==> src/sv/pcs_pkg.sv <==
`default_nettype none

package pcs_pkg;

	// field widths of the channels
	localparam int ELEM_W = 16;
	localparam int SIM_W  = 16;
	localparam int IDX_W  = 3;

	// configuration registers
	localparam int VC_REG_W  = 4;
	localparam int DIM_REG_W = 9;
	localparam int CFG_W     = 9;
	localparam int CFG_IDX_W = 1;

	typedef enum logic [CFG_IDX_W-1:0] {
		REG_VECTOR_COUNT = 1'b0,
		REG_DIMENSION    = 1'b1
	} pcs_reg_t;

	// reset values of the registers
	localparam int VC_RESET  = 8;
	localparam int DIM_RESET = 256;

	// parameter defaults
	localparam int DEF_MAX_VECTORS = 8;
	localparam int DEF_MAX_DIM     = 256;

	// cosine unit: quotient of dot^2 * 2^32 / (ni*nj) and its square root
	localparam int QUO_W  = 33;
	localparam int RAD_W  = 34;
	localparam int ROOT_W = 17;
	localparam int SREM_W = 19;
	localparam int MAG_W  = 15;
	localparam int MAG_MAX = 32767;

endpackage

`default_nettype wire

==> src/sv/pcs_front.sv <==
`default_nettype none

module pcs_front
	import pcs_pkg::*;
#(
	parameter int MAX_VECTORS = DEF_MAX_VECTORS,
	parameter int MAX_DIM     = DEF_MAX_DIM,
	parameter int ROW_W       = $clog2(MAX_VECTORS),
	parameter int DIM_W       = (MAX_DIM > 1) ? $clog2(MAX_DIM) : 1,
	parameter int NORM_W      = 31 + $clog2(MAX_DIM),
	parameter int JOB_W       = 2 * ROW_W + 1 + 2 * NORM_W
) (
	input  wire logic                    clk,
	input  wire logic                    arst_n,
	input  wire logic                    cfg_wen,
	input  wire logic [CFG_IDX_W-1:0]    cfg_index,
	input  wire logic [CFG_W-1:0]        cfg_wdata,
	input  wire logic                    in_valid,
	output logic                         in_stall,
	input  wire logic [ELEM_W-1:0]       element,
	input  wire logic                    set_done,
	output logic                         wr_en,
	output logic [ROW_W+DIM_W-1:0]       wr_addr,
	output logic [ELEM_W-1:0]            wr_data,
	output logic [DIM_W-1:0]             dim_m1,
	input  wire logic                    q_full,
	output logic                         q_push,
	output logic [JOB_W-1:0]             q_data
);

	typedef enum logic [2:0] {
		F_LOAD,
		F_DRAIN,
		F_ROW,
		F_PAIR,
		F_WAIT
	} front_state_t;

	function automatic int eff_m1(int raw, int maxv);
		int v;
		v = (raw == 0) ? 1 : ((raw > maxv) ? maxv : raw);
		return v - 1;
	endfunction

	front_state_t       state_q;
	logic [ROW_W-1:0]   vc_m1_q;
	logic [DIM_W-1:0]   dim_m1_q;
	logic [ROW_W-1:0]   row_q;
	logic [DIM_W-1:0]   col_q;
	logic [ROW_W-1:0]   i_q;
	logic [ROW_W-1:0]   j_q;
	logic [NORM_W-1:0]  ni_q;
	logic [NORM_W-1:0]  norms_q [MAX_VECTORS];
	logic [NORM_W-1:0]  nacc_q;

	// squaring pipeline
	logic                     v_s1, v_s2;
	logic signed [ELEM_W-1:0] elem_s1;
	logic [ROW_W-1:0]         row_s1, row_s2;
	logic                     first_s1, first_s2;
	logic                     last_s1, last_s2;
	logic [30:0]              sq_s2;
	logic signed [31:0]       sq_full;
	logic [NORM_W-1:0]        nsum;

	logic               accept;
	logic               last_col;
	logic               last_row;
	logic [ROW_W-1:0]   rd_sel;
	logic [NORM_W-1:0]  rd_norm;
	logic               pair_last;

	assign in_stall = (state_q != F_LOAD);
	assign accept   = in_valid && (state_q == F_LOAD);
	assign last_col = (col_q == dim_m1_q);
	assign last_row = (row_q == vc_m1_q);
	assign dim_m1   = dim_m1_q;

	// element write into the vector store
	assign wr_en   = accept;
	assign wr_addr = {row_q, col_q};
	assign wr_data = element;

	// one norm read port shared by the row and pair steps
	assign rd_sel  = (state_q == F_ROW) ? i_q : j_q;
	assign rd_norm = norms_q[rd_sel];

	// pair request into the queue
	assign pair_last = (i_q == vc_m1_q - ROW_W'(1)) && (j_q == vc_m1_q);
	assign q_push    = (state_q == F_PAIR) && !q_full;
	assign q_data    = {i_q, j_q, pair_last, ni_q, rd_norm};

	assign sq_full = elem_s1 * elem_s1;
	assign nsum    = (first_s2 ? '0 : nacc_q) + NORM_W'(sq_s2);

	// squaring stages
	always_ff @(posedge clk) begin
		elem_s1  <= element;
		row_s1   <= row_q;
		first_s1 <= (col_q == '0);
		last_s1  <= last_col;
		sq_s2    <= sq_full[30:0];
		row_s2   <= row_s1;
		first_s2 <= first_s1;
		last_s2  <= last_s1;
	end

	// norm accumulation, one row at a time
	always_ff @(posedge clk or negedge arst_n) begin
		if (!arst_n) begin
			v_s1   <= 1'b0;
			v_s2   <= 1'b0;
			nacc_q <= '0;
			for (int r = 0; r < MAX_VECTORS; r++) begin
				norms_q[r] <= '0;
			end
		end else begin
			v_s1 <= accept;
			v_s2 <= v_s1;
			if (v_s2) begin
				nacc_q <= nsum;
				if (last_s2) norms_q[row_s2] <= nsum;
			end
		end
	end

	// load counters and pair sequencer
	always_ff @(posedge clk or negedge arst_n) begin
		if (!arst_n) begin
			state_q  <= F_LOAD;
			vc_m1_q  <= ROW_W'(eff_m1(VC_RESET, MAX_VECTORS));
			dim_m1_q <= DIM_W'(eff_m1(DIM_RESET, MAX_DIM));
			row_q    <= '0;
			col_q    <= '0;
			i_q      <= '0;
			j_q      <= '0;
			ni_q     <= '0;
		end else begin
			if (cfg_wen) begin
				unique case (pcs_reg_t'(cfg_index))
					REG_VECTOR_COUNT: vc_m1_q <=
						ROW_W'(eff_m1(int'(cfg_wdata[VC_REG_W-1:0]), MAX_VECTORS));
					REG_DIMENSION: dim_m1_q <=
						DIM_W'(eff_m1(int'(cfg_wdata[DIM_REG_W-1:0]), MAX_DIM));
					default: ;
				endcase
				row_q <= '0;
				col_q <= '0;
			end
			unique case (state_q)
				F_LOAD: begin
					if (accept) begin
						if (!last_col) begin
							col_q <= col_q + DIM_W'(1);
						end else begin
							col_q <= '0;
							if (!last_row) begin
								row_q <= row_q + ROW_W'(1);
							end else begin
								row_q   <= '0;
								state_q <= F_DRAIN;
							end
						end
					end
				end
				F_DRAIN: begin
					if (!v_s1 && !v_s2) begin
						i_q     <= '0;
						state_q <= (vc_m1_q == '0) ? F_LOAD : F_ROW;
					end
				end
				F_ROW: begin
					ni_q    <= rd_norm;
					j_q     <= i_q + ROW_W'(1);
					state_q <= F_PAIR;
				end
				F_PAIR: begin
					if (!q_full) begin
						if (j_q == vc_m1_q) begin
							if (i_q + ROW_W'(1) == vc_m1_q) begin
								state_q <= F_WAIT;
							end else begin
								i_q     <= i_q + ROW_W'(1);
								state_q <= F_ROW;
							end
						end else begin
							j_q <= j_q + ROW_W'(1);
						end
					end
				end
				F_WAIT: begin
					if (set_done) state_q <= F_LOAD;
				end
				default: state_q <= F_LOAD;
			endcase
		end
	end

endmodule

`default_nettype wire

==> config.mk <==
export PLATFORM = sky130hd
export DESIGN_NAME = pcs_front
export DESIGN_NICKNAME = d
export VERILOG_FILES = /design/src/sv/pcs_pkg.sv /design/src/sv/pcs_front.sv
export SDC_FILE = /design/constraint.sdc
export NUM_CORES = 2
export LEC_CHECK = 0
export ABC_AREA = 1
export BUFFER_PORTS_ARGS = -buffer_cell sky130_fd_sc_hd__buf_2
export CAP_MARGIN = 20
export CORE_ASPECT_RATIO = 1.25
export CORE_MARGIN = 1
export CORE_UTILIZATION = 50
export CTS_BUF_LIST = sky130_fd_sc_hd__clkbuf_8
export DETAILED_ROUTE_END_ITERATION = 10
export HOLD_SLACK_MARGIN = 0.05
export PLACE_DENSITY = 0.67
export SLEW_MARGIN = 20
export SYNTH_ARGS = -nofsm -noshare
export SYNTH_HDL_FRONTEND = slang
export SYNTH_SLANG_ARGS = --single-unit
==> constraint.sdc <==
create_clock -name clk -period 6.9 [get_ports clk]
set_clock_uncertainty 0.2 [all_clocks]
set_input_delay 0.345 -clock clk [delete_from_list [all_inputs] [get_ports clk]]
set_output_delay 0.345 -clock clk [all_outputs]
set_load 0.005 [all_outputs]
==> flow_metrics.env <==
export IMPL_outcome="finished with violations"
export IMPL_violations="DRC"
export IMPL_placed_area_sq_mm=0.0350
export IMPL_antenna_found_initial=1
export IMPL_dpl_hpwl_microns=63000
export IMPL_min_period_ns=6.19
export IMPL_ys_flop_type="dfrtp_1"
export IMPL_path_max_fanout=16
export IMPL_final_max_slew_violation_count=0
export IMPL_startpoint_type="flip-flop"
export IMPL_dieArea_sq_mm=0.0683
export IMPL_place_ws_ns=0.683
export IMPL_die_x_microns=234
export IMPL_vias=28200
export IMPL_fill_cells=6403
export IMPL_grt_pass1_wl_microns=145000
export IMPL_worstPathRequired_ns=7.30
export IMPL_timing_final_ws_setup_ns=0.710
export IMPL_cts_resized=0
export IMPL_slew_headroom_pct=24.6
export IMPL_leakagePower_nw=20.2
export IMPL_clk_path_buf_depth=3
export IMPL_ys_types=44
export IMPL_timing_final_crit_share_pct=89.7
export IMPL_rows=105
export IMPL_reg2reg_to="sq_s2[23]$_DFF_P_"
export IMPL_grt_pass1_vias=28200
export IMPL_reg2reg_depth=20
export IMPL_ff2ff_setup_slack_ns=0.71
export IMPL_synthesis_area_sq_mm=0.0336
export IMPL_insertion_delay_ns=0.70
export IMPL_vdd_drop_max_mv=0.525
export IMPL_avgSynthCellArea_sq_um=7.55
export IMPL_ant_nets=0
export IMPL_hold_path_class="input port to asynchronous set/reset pin"
export IMPL_yosysTopAreaCell="dfrtp_1"
export IMPL_hold_viol=0
export IMPL_synth_edff_count=0
export IMPL_final_setup_tns_ns=0
export IMPL_nets=4980
export IMPL_drive_gt1_share_pct=8.30
export IMPL_synthTopCellsByArea="dfrtp_1 (31%), nand2_1 (16%), fa_1 (14%), inv_1 (9.2%), nand3_1 (4.9%)"
export IMPL_yosysWarnings=0
export IMPL_layout_common_cells="nand2_1 (1423), inv_1 (854), dfrtp_1 (412)"
export IMPL_cts_max_level=3
export IMPL_power_density_mw_per_mm2=525
export IMPL_clock_sinks=479
export IMPL_worstMarginPinSlew_ns=1.12
export IMPL_final_common_cell="nand2_1"
export IMPL_yosys_area_top_type_share_pct=30.7
export IMPL_syn_inst=4450
export IMPL_cap_violations=0
export IMPL_rsz0062_at_grt="no"
export IMPL_wl_microns=89100
export IMPL_startpoint="elem_s1[15]$_DFF_P_"
export IMPL_drt_initial_drc_count=1742
export IMPL_worst_ep_arrival_time_ns=6.59
export IMPL_grt_max_degree=153
export IMPL_grt_overflow_total=0
export IMPL_clk_pin_slew_ns=0.06
export IMPL_worstSetupEndpoint="sq_s2[23]$_DFF_P_"
export IMPL_core_area_sq_mm=0.0661
export IMPL_grt_usage_pct=26.9
export IMPL_port_buffers=154
export IMPL_holdWs_ns=0.0688
export IMPL_cts_root_buffer="clkbuf_8"
export IMPL_start_util_pct=50.9
export IMPL_ctsHoldBuffers=54
export IMPL_area_growth_pct=10.8
export IMPL_crit_path_end_kind="flip-flop"
export IMPL_r2r_start="elem_s1[15]$_DFF_P_"
export IMPL_drt_first_pass_iters=8
export IMPL_io_pins=155
export IMPL_stdcell_area_sq_mm=0.0372
export IMPL_fp_dieH_microns=292
export IMPL_wl_per_cell_microns=16.2
export IMPL_seq_area_frac_synth_pct=34.9
export IMPL_viasPerCell=5.11
export IMPL_syn_num_nets=4838
export IMPL_post_cts_buffers=0
export IMPL_fmax_mhz=162
export IMPL_drc=14
export IMPL_ys_ff_latch=479
export IMPL_setup_viol=0
export IMPL_cts_made_buffers=81
export IMPL_path_class="flip-flop to flip-flop"
export IMPL_tritoncts="built"
export IMPL_final_core_util_pct=56.4
export IMPL_place_congestion=0.958
export IMPL_synthArstFlopShare_pct=88.3
metrics by stage:
step | total power [W] | cells
after floorplan | 0.0132 | 4450
after global placement | 0.0168 | 5310
after detailed placement | 0.0169 | 5310
after CTS | 0.0196 | 5507
after global routing | 0.0216 | 5509
final | 0.0196 | 5509
state kept, by name, summed over array words and instances (netlist names), 3 cells and up:
name and flops:
row_s1 3, col_q 8, row_s2 3, nacc_q 39, sq_s2 30, dim_m1 8
vc_m1_q 3, j_q 3, row_q 3, i_q 3, state_q 3, elem_s1 16
norms_q 312, ni_q 39
how the worst min path moves through the flow:
stage	start	endpoint	slack [ns]
floorplan	arst_n	col_q[0]$_DFF_PN0_	-0.15
detailed placement	row_s1[2]$_DFF_P_	row_s2[2]$_DFF_P_	0.11
CTS	element[6]	elem_s1[6]$_DFF_P_	0.06
global route	element[4]	elem_s1[4]$_DFF_P_	0.09
finish	arst_n	ni_q[12]$_DFFE_PN0P_	0.07
global placement	row_s1[1]$_DFF_P_	row_s2[1]$_DFF_P_	0.11
logic make-up (layout without fill, tap and decap cells):
family / Yosys count / in the layout / synth area share [%]
simple gates: 2003 / 2003 / 24.1
buf+inv: 1030 / 1232 / 11.9
compound gates: 510 / 510 / 8.83
flops: 479 / 479 / 34.9
fa+ha+maj: 356 / 356 / 18.4
xor+xnor: 72 / 72 / 1.88
other cells: 0 / 1 / 0
where the power goes:
part	leakage [nW]	switching, W	internal (W)	total [W]
logic	13.0	0.00882	0.00461	0.0134
registers	6.25	0.000200	0.00329	0.00349
clock network	0.955	0.00122	0.00142	0.00264
routing by layer:
metal	GRT usage [%]	vias up	routed length, microns	share of wire [%]
met5	0	-	0	0
met4	8.68	0	2410	2.7
met3	3.78	150	4400	4.9
met2	46.7	662	44100	50
met1	34.2	13500	38100	43
li1	-	13900	-	-
synthesized netlist by cell type, types with 6 or more instances:
cell type  count
a21oi_1       60
a31oi_1        6
buf_1          9
buf_2         46
buf_4         19
clkbuf_1     115
clkinv_1       9
dfrtp_1      412
dfstp_2       11
dfxtp_1       56
fa_1         229
ha_1         127
inv_1        824
inv_2          6
nand2_1     1423
nand3_1      332
nand3b_1       7
nand4_1       18
nor2_1       177
nor2_2         7
nor3_1        17
nor4_1         7
o211ai_1      78
o21ai_0      286
o21ai_1       15
o21ai_2       31
o21bai_1      10
o22ai_1        7
or2_2         11
xnor2_1       39
xor2_1        33
layout make-up:
type	instances	area (sq um)	share of cell area, %
Multi-Input combinational cell	2941	17900	48.1
Tap cell	856	1070	2.88
Antenna cell	1	2.50	0.00672
Sequential cell	479	11700	31.5
Clock inverter	47	342	0.917
Timing Repair Buffer	250	1710	4.58
Clock buffer	96	1320	3.55
Inverter	839	3150	8.46
critical path: stages (launching register included):
cell     delay, ns
dfxtp_1       0.47
nand2_1       0.21
inv_1         0.08
fa_1          0.69
inv_1         0.11
fa_1          0.74
inv_1         0.17
fa_1          0.48
fa_1          0.51
fa_1          0.49
inv_1         0.05
fa_1          0.47
inv_1         0.04
ha_1          0.36
nand2_1       0.11
nor2_1        0.14
inv_1         0.09
nor2_1        0.21
nand4_1       0.16
nand3_1       0.14
xor2_1        0.18
(Power assumes the default switching activity.)
