`src/sv/pcs_pkg.sv`:
```
`default_nettype none

package pcs_pkg;

	// field widths of the channels
	localparam int ELEM_W = 16;
	localparam int SIM_W  = 16;
	localparam int IDX_W  = 3;

	// configuration registers
	localparam int VC_REG_W  = 4;
	localparam int DIM_REG_W = 9;
	localparam int CFG_W     = 9;
	localparam int CFG_IDX_W = 1;

	typedef enum logic [CFG_IDX_W-1:0] {
		REG_VECTOR_COUNT = 1'b0,
		REG_DIMENSION    = 1'b1
	} pcs_reg_t;

	// reset values of the registers
	localparam int VC_RESET  = 8;
	localparam int DIM_RESET = 256;

	// parameter defaults
	localparam int DEF_MAX_VECTORS = 8;
	localparam int DEF_MAX_DIM     = 256;

	// cosine unit: quotient of dot^2 * 2^32 / (ni*nj) and its square root
	localparam int QUO_W  = 33;
	localparam int RAD_W  = 34;
	localparam int ROOT_W = 17;
	localparam int SREM_W = 19;
	localparam int MAG_W  = 15;
	localparam int MAG_MAX = 32767;

endpackage

`default_nettype wire

```
`src/sv/pcs_queue.sv`:
```
`default_nettype none

module pcs_queue
	import pcs_pkg::*;
#(
	parameter int DATA_W = 8
) (
	input  wire logic              clk,
	input  wire logic              arst_n,
	input  wire logic              push,
	input  wire logic [DATA_W-1:0] push_data,
	input  wire logic              pop,
	output logic      [DATA_W-1:0] head,
	output logic                   full,
	output logic                   empty
);

	logic [DATA_W-1:0] ent_q [2];
	logic              wr_ptr_q;
	logic              rd_ptr_q;
	logic [1:0]        count_q;

	assign full  = (count_q == 2'd2);
	assign empty = (count_q == 2'd0);
	assign head  = ent_q[rd_ptr_q];

	// entry storage
	always_ff @(posedge clk) begin
		if (push) begin
			ent_q[wr_ptr_q] <= push_data;
		end
	end

	// pointers and fill level
	always_ff @(posedge clk or negedge arst_n) begin
		if (!arst_n) begin
			wr_ptr_q <= 1'b0;
			rd_ptr_q <= 1'b0;
			count_q  <= 2'd0;
		end else begin
			if (push) wr_ptr_q <= ~wr_ptr_q;
			if (pop)  rd_ptr_q <= ~rd_ptr_q;
			count_q <= count_q + 2'(push) - 2'(pop);
		end
	end

	a_no_overflow: assert property (@(posedge clk) disable iff (!arst_n)
		push |-> !full)
		else $error("pair queue written while full");

	a_no_underflow: assert property (@(posedge clk) disable iff (!arst_n)
		pop |-> !empty)
		else $error("pair queue read while empty");

endmodule

`default_nettype wire

```
`config.mk`:
```
export PLATFORM = sky130hd
export DESIGN_NAME = pcs_queue
export DESIGN_NICKNAME = d
export VERILOG_FILES = /design/src/sv/pcs_pkg.sv /design/src/sv/pcs_queue.sv
export SDC_FILE = /design/constraint.sdc
export NUM_CORES = 1
export LEC_CHECK = 0
export BUFFER_PORTS_ARGS = -buffer_cell sky130_fd_sc_hd__buf_2
export CAP_MARGIN = 20
export CELL_PAD_IN_SITES_DETAIL_PLACEMENT = 1
export CELL_PAD_IN_SITES_GLOBAL_PLACEMENT = 2
export CORE_MARGIN = 4
export CORE_UTILIZATION = 38
export CTS_BUF_LIST = sky130_fd_sc_hd__clkbuf_16
export DETAILED_ROUTE_END_ITERATION = 12
export PLACE_DENSITY = 0.89
export REMOVE_ABC_BUFFERS = 1
export SYNTH_ARGS = -nofsm -noshare
export SYNTH_HDL_FRONTEND = slang
export SYNTH_SLANG_ARGS = --single-unit
```
`constraint.sdc`:
```
create_clock -name clk -period 2.6 [get_ports clk]
set_input_delay 0.52 -clock clk [delete_from_list [all_inputs] [get_ports clk]]
set_output_delay 0.52 -clock clk [all_outputs]
set_load 0.01 [all_outputs]
```
==> impl_metrics.yaml, run 1 <==
clocking:
  cts_setup_buffers: 0
  clockRootBuffer: "clkbuf_16"
  post_cts_resized: 0
  htree_levels: 1
  numCtsBuffers: 3
  cts_tree: "yes"
  ctsHoldBuffers: 0
  cts_sinks: 20
  clkSlewWorstSetupHoldPaths_ns: 0.05
  clk_latency_ns: 0.25
  cts_max_path_buffers: 2
critical_path:
  critPathCaptureType: "primary output"
  critPathKind: "register to primary output"
  cp_max_fo: 9
  r2r-end: "ent_q[0][4]"
  regToRegSetupSlack_ns: 1.25
  startpoint_type: "register"
  cp.required_ns: 2.08
  reg2reg_from: "wr_ptr_q"
  reg2regPathDepth: 1
  critPathArrivalTime_ns: 1.39
synthesis:
  synthFlopType: "edfxtp_1"
  ys_ff_latch: 20
  yosysSeqAreaShare_pct: 71.8
  synthDistinctLibCells: 11
  ys_top_cells_by_count: "edfxtp_1 (16), mux2_4 (8), dfrtp_1 (4)"
  yosys_warnings: 0
  yosysTopAreaCell: "edfxtp_1"
  synthArstFlopShare_pct: 20.0
  synth_cells: 40
  synth.area.top_cells: "edfxtp_1 (59%), mux2_4 (15%), dfrtp_1 (12%)"
  synth.cell_area_um2: 808
  yosysTopAreaCellShare_pct: 59.4
  synth.most_common_cell: "edfxtp_1"
  synth_edf_count: 16
  syn_avg_cell_area_um2: 20.2
sta:
  tns_ns: 0
  worst_pin_slew_ns: 0.730
  clock.fmax_mhz: 525
  fin_skew_ns: 0.00154
  min_period_over_period_pct: 73.3
  fin_crit_ns: 1.91
  drv_slew: 0
  final_hold_viol_count: 0
  rsz0062_at_grt: "no"
  setup_viol: 0
  max_slew_margin_pct: 51.2
routing:
  first_pass_iters: 4
  vias: 402
  drtAntennaViolNets: 0
  drt-wirelength-per-cell_um: 13.1
  via_per_inst: 4.42
  drc_errors: 0
  drtIter0Drc: 3
  wl_mm: 1.19
global_route:
  grt_pass1_vias: 421
  grt_max_degree: 12
  antenna_found_initial: 0
  track_usage_pct: 10.3
  grt_overflow: 0
  grt_pass1_wl_mm: 1.98
placed_design:
  io_buffers: 21
  placed_area_um2: 936
  place.gp.congestion: 0.638
  dp_hpwl_um: 903
  dp_cells: 87
layout:
  area_growth_pct: 25.5
  final_nets: 79
  stdcell_area_mm2: 0.00101
  antenna_cells: 0
  final_cells: 91
  drive_gt1_share_pct: 50.0
  final_util_pct: 51.2
die:
  dieArea_mm2: 0.00293
  start_util_pct: 40.8
  num_rows: 16
  core-area_mm2: 0.00198
  ioPinCount: 22
  dieWidth_um: 54.1
  dieHeight_um: 54.1
pwr:
  peakVddDrop_uv: 470
  p_comb_share_pct: 27.9
  p_leak_nw: 0.448
  clkPwrFrac_pct: 27.2
  sw_frac_of_total_pct: 25.9
  seqPwrFrac_pct: 44.9
  power_w: 0.00112
  pwr_density_cell_mw_per_mm2: 1110
  p_int_w: 0.000832
  p_sw_w: 0.000291
outcome:
  status: "complete, no violations"
job:
  drv_cap: 0
min_path:
  hold_class: "input port to async pin"
==> sequential cells by signal (all words and copies together), names as in the netlist <==
signal    cells
ent_q        16
count_q       2
rd_ptr_q      1
wr_ptr_q      1
==> critical path: stages (launching register included) <==
cell,delay (ns)
dfrtp_1,0.65
mux2_4,0.34
buf_2,0.14
==> logic make-up (layout without fill, tap and decap cells) <==
kind of cell	after synthesis	in the layout	synth area share [%]
AND/OR/NAND/NOR	4	4	2.79
buffers and inverters	3	27	2.32
flip-flops	20	20	71.8
adder cells (fa/ha/maj)	2	2	3.10
XOR/XNOR	3	3	5.11
multiplexers	8	8	14.9
==> stage by stage <==
stage	hold slack [ns]	setup WS, ns
detailed placement	0.336	0.932
floorplan	0.224	1.15
global route	0.0726	0.609
global placement	0.332	0.948
CTS	0.0699	0.668
finish	0.0710	0.694
==> cell type report <==
type	instances	area, um^2
multi-input combinational	17	209
timing repair buffer	21	105
clock buffer	3	75.1
fill	197	967
clock inverter	1	3.75
inverter	2	7.51
tap	27	33.8
sequential	20	581
==> per-layer routing <==
metal	vias up	GRT usage [%]	share of wire, %	wire, um
met5	-	0	0	0
met4	0	8.71	3.2	38
met3	3	2.22	6.7	80
met2	18	16.1	50	595
met1	186	11.9	40	478
li1	195	-	-	-
==> worst max-delay path by stage <==
| stage | endpoint | cells after the start | slack, ns | start |
|---|---|---|---|---|
| 3_3_place_gp | head[0] | 2 | 0.95 | rd_ptr_q |
| 4_1_cts | head[5] | 2 | 0.67 | rd_ptr_q |
| 6_report | head[5] | 2 | 0.69 | rd_ptr_q |
| 3_5_place_dp | ent_q[0][1] | 2 | 0.93 | push |
| 5_1_grt | head[5] | 2 | 0.61 | rd_ptr_q |
| 2_1_floorplan | head[0] | 1 | 1.15 | rd_ptr_q |
==> layout by cell type, fill, tap and decap left out <==
cell       count
and2_1         1
buf_2         21
clkbuf_16      3
dfrtp_1        4
edfxtp_1      16
ha_1           2
inv_1          3
mux2_4         8
nor2_1         1
nor2b_1        2
xor2_1         2
xor3_1         1
==> power groups by stage <==
stage / Combinational [W] / Sequential [W] / Clock, W
2_1_floorplan: 0.000227 / 0.000496 / 0
3_3_place_gp: 0.000314 / 0.000508 / 0
3_5_place_dp: 0.000320 / 0.000513 / 0
4_1_cts: 0.000323 / 0.000508 / 0.000317
5_1_grt: 0.000346 / 0.000525 / 0.000325
6_report: 0.000314 / 0.000505 / 0.000305
(Power assumes the default switching activity.)
==> run 2, diff against run 1 <==
CORE_UTILIZATION = 35   (was 38)
PLACE_DENSITY = 0.84   (was 0.89)
clock period = 1.9 ns   (was 2.6 ns; I/O delays follow)
==> run 2 against run 1 <==
Flip-flop and latch count did not move. Non-clock buffer count rose by 2. Wire length rose by 5.0%. Count of clock-buffer cells in the layout unchanged. Global-route usage is 1.2 points lower. Sequential power up 37%. Clock skew is 0.0013 ns higher. Critical path depth unchanged. Highest routed layer unchanged.
==> impl_metrics.yaml, run 2 (synthesis results as in run 1) <==
sta:
  setup_viol: 0
  worst_pin_slew_ns: 0.509
  setup_slack_ns: 0.133
  drv_slew: 0
  tns_ns: 0
  clock.fmax_mhz: 566
  max_slew_margin_pct: 66.1
  min_period_over_period_pct: 93.0
  fin_crit_ns: 1.77
  fin_skew_ns: 0.00286
  rsz0062_at_grt: "no"
  final_hold_viol_count: 0
die:
  start_util_pct: 36.5
  core-area_mm2: 0.00221
  ioPinCount: 22
  num_rows: 17
  dieArea_mm2: 0.00314
  dieHeight_um: 56.1
  dieWidth_um: 56.1
clocking:
  clockRootBuffer: "clkbuf_16"
  cts_max_path_buffers: 2
  numCtsBuffers: 3
  cts_sinks: 20
  cts_tree: "yes"
  clkSlewWorstSetupHoldPaths_ns: 0.05
  htree_levels: 1
  clk_latency_ns: 0.25
min_path:
  whs_path_depth: 1
  hold_class: "input port to register"
  worstHoldStart: "push_data[1]"
  whs_endpoint: "ent_q[0][1]"
critical_path:
  critPathCaptureType: "primary output"
  reg2regPathDepth: 5
  critPathArrivalTime_ns: 1.39
  startpoint_type: "register"
  cp_max_fo: 9
  critPathKind: "register to primary output"
  r2r-end: "count_q[1]"
  reg2reg_from: "count_q[0]"
  regToRegSetupSlack_ns: 0.67
  cp.required_ns: 1.52
layout:
  mostFrequentLayoutCells: "buf_2 (21), edfxtp_1 (16), mux2_4 (8), dfrtp_1 (4)"
  top_register: "ent_q"
  area_growth_pct: 27.9
  reg_top3: "ent_q: 16 flops, count_q: 2 flops"
  final_nets: 81
  stdcell_area_mm2: 0.00103
  final_common_cell: "buf_2"
  largest_reg_flops: 16
  nFillCells: 237
  drive_gt1_share_pct: 50.0
  antenna_cells: 0
routing:
  wl_mm: 1.25
  via_per_inst: 4.40
  first_pass_iters: 3
  drc_errors: 0
  vias: 414
  drt-wirelength-per-cell_um: 13.3
  drtIter0Drc: 8
  drtAntennaViolNets: 0
job:
  drv_cap: 0
pwr:
  p_leak_nw: 0.457
  peakVddDrop_uv: 779
  pwr_density_cell_mw_per_mm2: 1500
outcome:
  status: "complete, no violations"
placed_design:
  io_buffers: 21
  dp_hpwl_um: 929
  place.gp.congestion: 0.632
  post-place-ws_ns: 0.387
  placed_area_um2: 945
global_route:
  grt_max_degree: 12
  grt_pass1_vias: 468
  track_usage_pct: 9.14
  grt_overflow: 0
  antenna_found_initial: 0
  grt_pass1_wl_mm: 2.13
-- run 2: cell count changes in the layout (fill, tap and decap cells not counted) --
cell / change
dlygate4sd3_1: +1
buf_4: +1
-- run 2: critical path: stages, from the launching register on --
cell	delay, ns
dfrtp_1	0.66
mux2_4	0.35
buf_2	0.14
-- run 2: cell type report --
cell class              instances  area, um^2  area share [%]
clock buffers                   3        75.1            7.26
flip-flops and latches         20         581            56.2
multi-input cells              17         209            20.2
repair buffers                 23         123            11.9
clock inverters                 1        3.75           0.363
inverters                       2        7.51           0.726
well taps                      28        35.0            3.39
-- run 2: through the flow --
step / hold slack [ns] / total power [W] / util (%) / std cells
6_report: 0.322 / 0.00155 / 46.7 / 94
3_5_place_dp: 0.191 / 0.00115 / 42.7 / 89
5_1_grt: 0.313 / 0.00165 / 46.7 / 94
2_1_floorplan: 0.0844 / 0.000988 / - / 39
4_1_cts: 0.314 / 0.00158 / 46.7 / 94
3_3_place_gp: 0.191 / 0.00113 / 42.7 / 89
-- run 2: worst max path at each step --
| stage | depth (start not counted) | start | endpoint |
|---|---|---|---|
| after floorplan | 1 | rd_ptr_q | head[0] |
| after CTS | 2 | rd_ptr_q | head[0] |
| after global routing | 2 | rd_ptr_q | head[7] |
| final | 2 | rd_ptr_q | head[0] |
| after global placement | 2 | rd_ptr_q | head[0] |
| after detailed placement | 2 | rd_ptr_q | head[0] |
-- run 2: report_power, final --
group	internal (W)	leakage (nW)	total, W	switching [W]
logic	0.000271	0.218	0.000445	0.000175
registers	0.000598	0.197	0.000691	0.0000927
clock network	0.000279	0.0423	0.000415	0.000136
total	0.00115	0.457	0.00155	0.000403
-- run 2: repair_timing --
item                                   in CTS  in global routing
endpoints found under the hold margin       4                  0
setup endpoints to repair                   0                  0
gates resized for setup                     0                  0
hold buffers                                1                  0
buffers inserted                            0                  0
-- run 2: per-layer routing --
metal | GRT usage, % | wire length [um]
met5 | 0 | 0
met4 | 4.07 | 8
met3 | 5.10 | 115
met2 | 14.2 | 598
met1 | 10.2 | 529
==> run 3, diff against run 2 <==
BUFFER_PORTS_ARGS = -buffer_cell sky130_fd_sc_hd__clkbuf_2   (was -buffer_cell sky130_fd_sc_hd__buf_2)
==> run 3 against run 2 <==
Register-to-register slack better by 0.04 ns. Fmax is 0.11% higher. Utilization unchanged. Count of clock-buffer cells in the layout did not move. Combinational power about the same. Largest cell class unchanged.
==> impl_metrics.yaml, run 3 (synthesis results as in run 1) <==
outcome:
  status: "complete, no violations"
routing:
  drc_errors: 0
  drt-wirelength-per-cell_um: 13.4
  vias: 418
  drtIter0Drc: 6
  drtAntennaViolNets: 0
  wl_mm: 1.26
  first_pass_iters: 2
  via_per_inst: 4.45
global_route:
  track_usage_pct: 9.02
  antenna_found_initial: 0
  grt_overflow: 0
  grt_pass1_vias: 454
  grt_max_degree: 12
  grt_pass1_wl_mm: 2.15
clocking:
  post_cts_resized: 0
  cts_setup_buffers: 0
  numCtsBuffers: 3
  clk_latency_ns: 0.25
  cts_sinks: 20
  cts_max_path_buffers: 2
  clockRootBuffer: "clkbuf_16"
  htree_levels: 1
  clkSlewWorstSetupHoldPaths_ns: 0.05
  cts_tree: "yes"
  ctsHoldBuffers: 1
die:
  num_rows: 17
  dieArea_mm2: 0.00314
  core-area_mm2: 0.00221
  dieWidth_um: 56.1
  dieHeight_um: 56.1
  ioPinCount: 22
  start_util_pct: 36.5
sta:
  tns_ns: 0
  fin_crit_ns: 1.76
  min_period_over_period_pct: 92.9
  rsz0062_at_grt: "no"
  final_hold_viol_count: 0
  worst_pin_slew_ns: 0.514
  max_slew_margin_pct: 65.8
  clock.fmax_mhz: 567
  drv_slew: 0
  setup_viol: 0
  fin_skew_ns: 0.00258
pwr:
  p_leak_nw: 0.457
  peakVddDrop_uv: 676
  pwr_density_cell_mw_per_mm2: 1510
layout:
  largest_reg_flops: 16
  drive_gt1_share_pct: 50.0
  antenna_cells: 0
  nFillCells: 236
  final_common_cell: "clkbuf_2"
  mostFrequentLayoutCells: "clkbuf_2 (21), edfxtp_1 (16), mux2_4 (8), dfrtp_1 (4), clkbuf_16 (3)"
  top_register: "ent_q"
  stdcell_area_mm2: 0.00103
  final_nets: 81
  area_growth_pct: 27.9
  reg_top3: "ent_q: 16 flops, count_q: 2 flops"
critical_path:
  path_cells: "mux2_4, clkbuf_2"
  critPathTopFamily: "flip-flops"
  critPathCaptureType: "primary output"
  startpoint_type: "register"
  slowest_stage: "dfrtp_1"
  cp_max_fo: 9
  slowest_delay_ns: 0.66
  path_buf_inv: 1
  critPathKind: "register to primary output"
  cp.required_ns: 1.52
  critPathArrivalTime_ns: 1.38
min_path:
  hold_class: "input port to register"
placed_design:
  placed_area_um2: 945
  io_buffers: 21
  place.gp.congestion: 0.632
job:
  drv_cap: 0
run 3: area by class of cell:
type	instances	area [um^2]	share of cell area [%]
Clock buffer	3	75.1	7.26
Clock inverter	1	3.75	0.363
Inverter	2	7.51	0.726
Multi-Input combinational cell	17	209	20.2
Sequential cell	20	581	56.2
Tap cell	28	35.0	3.39
Timing Repair Buffer	23	123	11.9
run 3: worst reg2reg max path, stage by stage (launching register included):
cell,delay [ns]
dfrtp_1,0.36
inv_1,0.05
ha_1,0.27
inv_1,0.06
ha_1,0.14
xor3_1,0.21
run 3: routing by layer:
metal	global-route usage [%]	part of all wire (%)	routed length (um)	vias to the layer above
li1	-	-	-	198
met1	10.3	40	506	204
met2	14.4	52	652	16
met3	3.48	8.0	101	0
met4	5.08	0	0	0
met5	0	0	0	-
run 3: through the flow:
stage	total power (W)	utilization [%]	cells	hold slack [ns]	setup WS (ns)
2_1_floorplan	0.000988	-	39	0.0844	0.593
3_3_place_gp	0.00114	42.7	89	0.193	0.406
3_5_place_dp	0.00116	42.7	89	0.197	0.381
4_1_cts	0.00159	46.7	94	0.316	0.105
5_1_grt	0.00167	46.7	94	0.315	0.0562
6_report	0.00156	46.7	94	0.322	0.135
run 3: worst paths after layout:
kind                            depth (start not counted)  slack (ns)    startpoint           to
worst max-delay path                                    2        0.14      rd_ptr_q      head[0]
worst max register to register                          5        0.71    count_q[0]   count_q[1]
min in group asynchronous                               2        0.47        arst_n   count_q[1]
worst min-delay path                                    1        0.32  push_data[1]  ent_q[1][1]
worst min register to register                          1        0.48      wr_ptr_q     wr_ptr_q
max in group asynchronous                               2        1.30        arst_n     rd_ptr_q
run 3: power breakdown:
| group | switching, W | internal, W | total, W |
|---|---|---|---|
| clock network | 0.000142 | 0.000280 | 0.000422 |
| registers | 0.0000909 | 0.000597 | 0.000688 |
| logic | 0.000178 | 0.000270 | 0.000448 |
| total | 0.000411 | 0.00115 | 0.00156 |
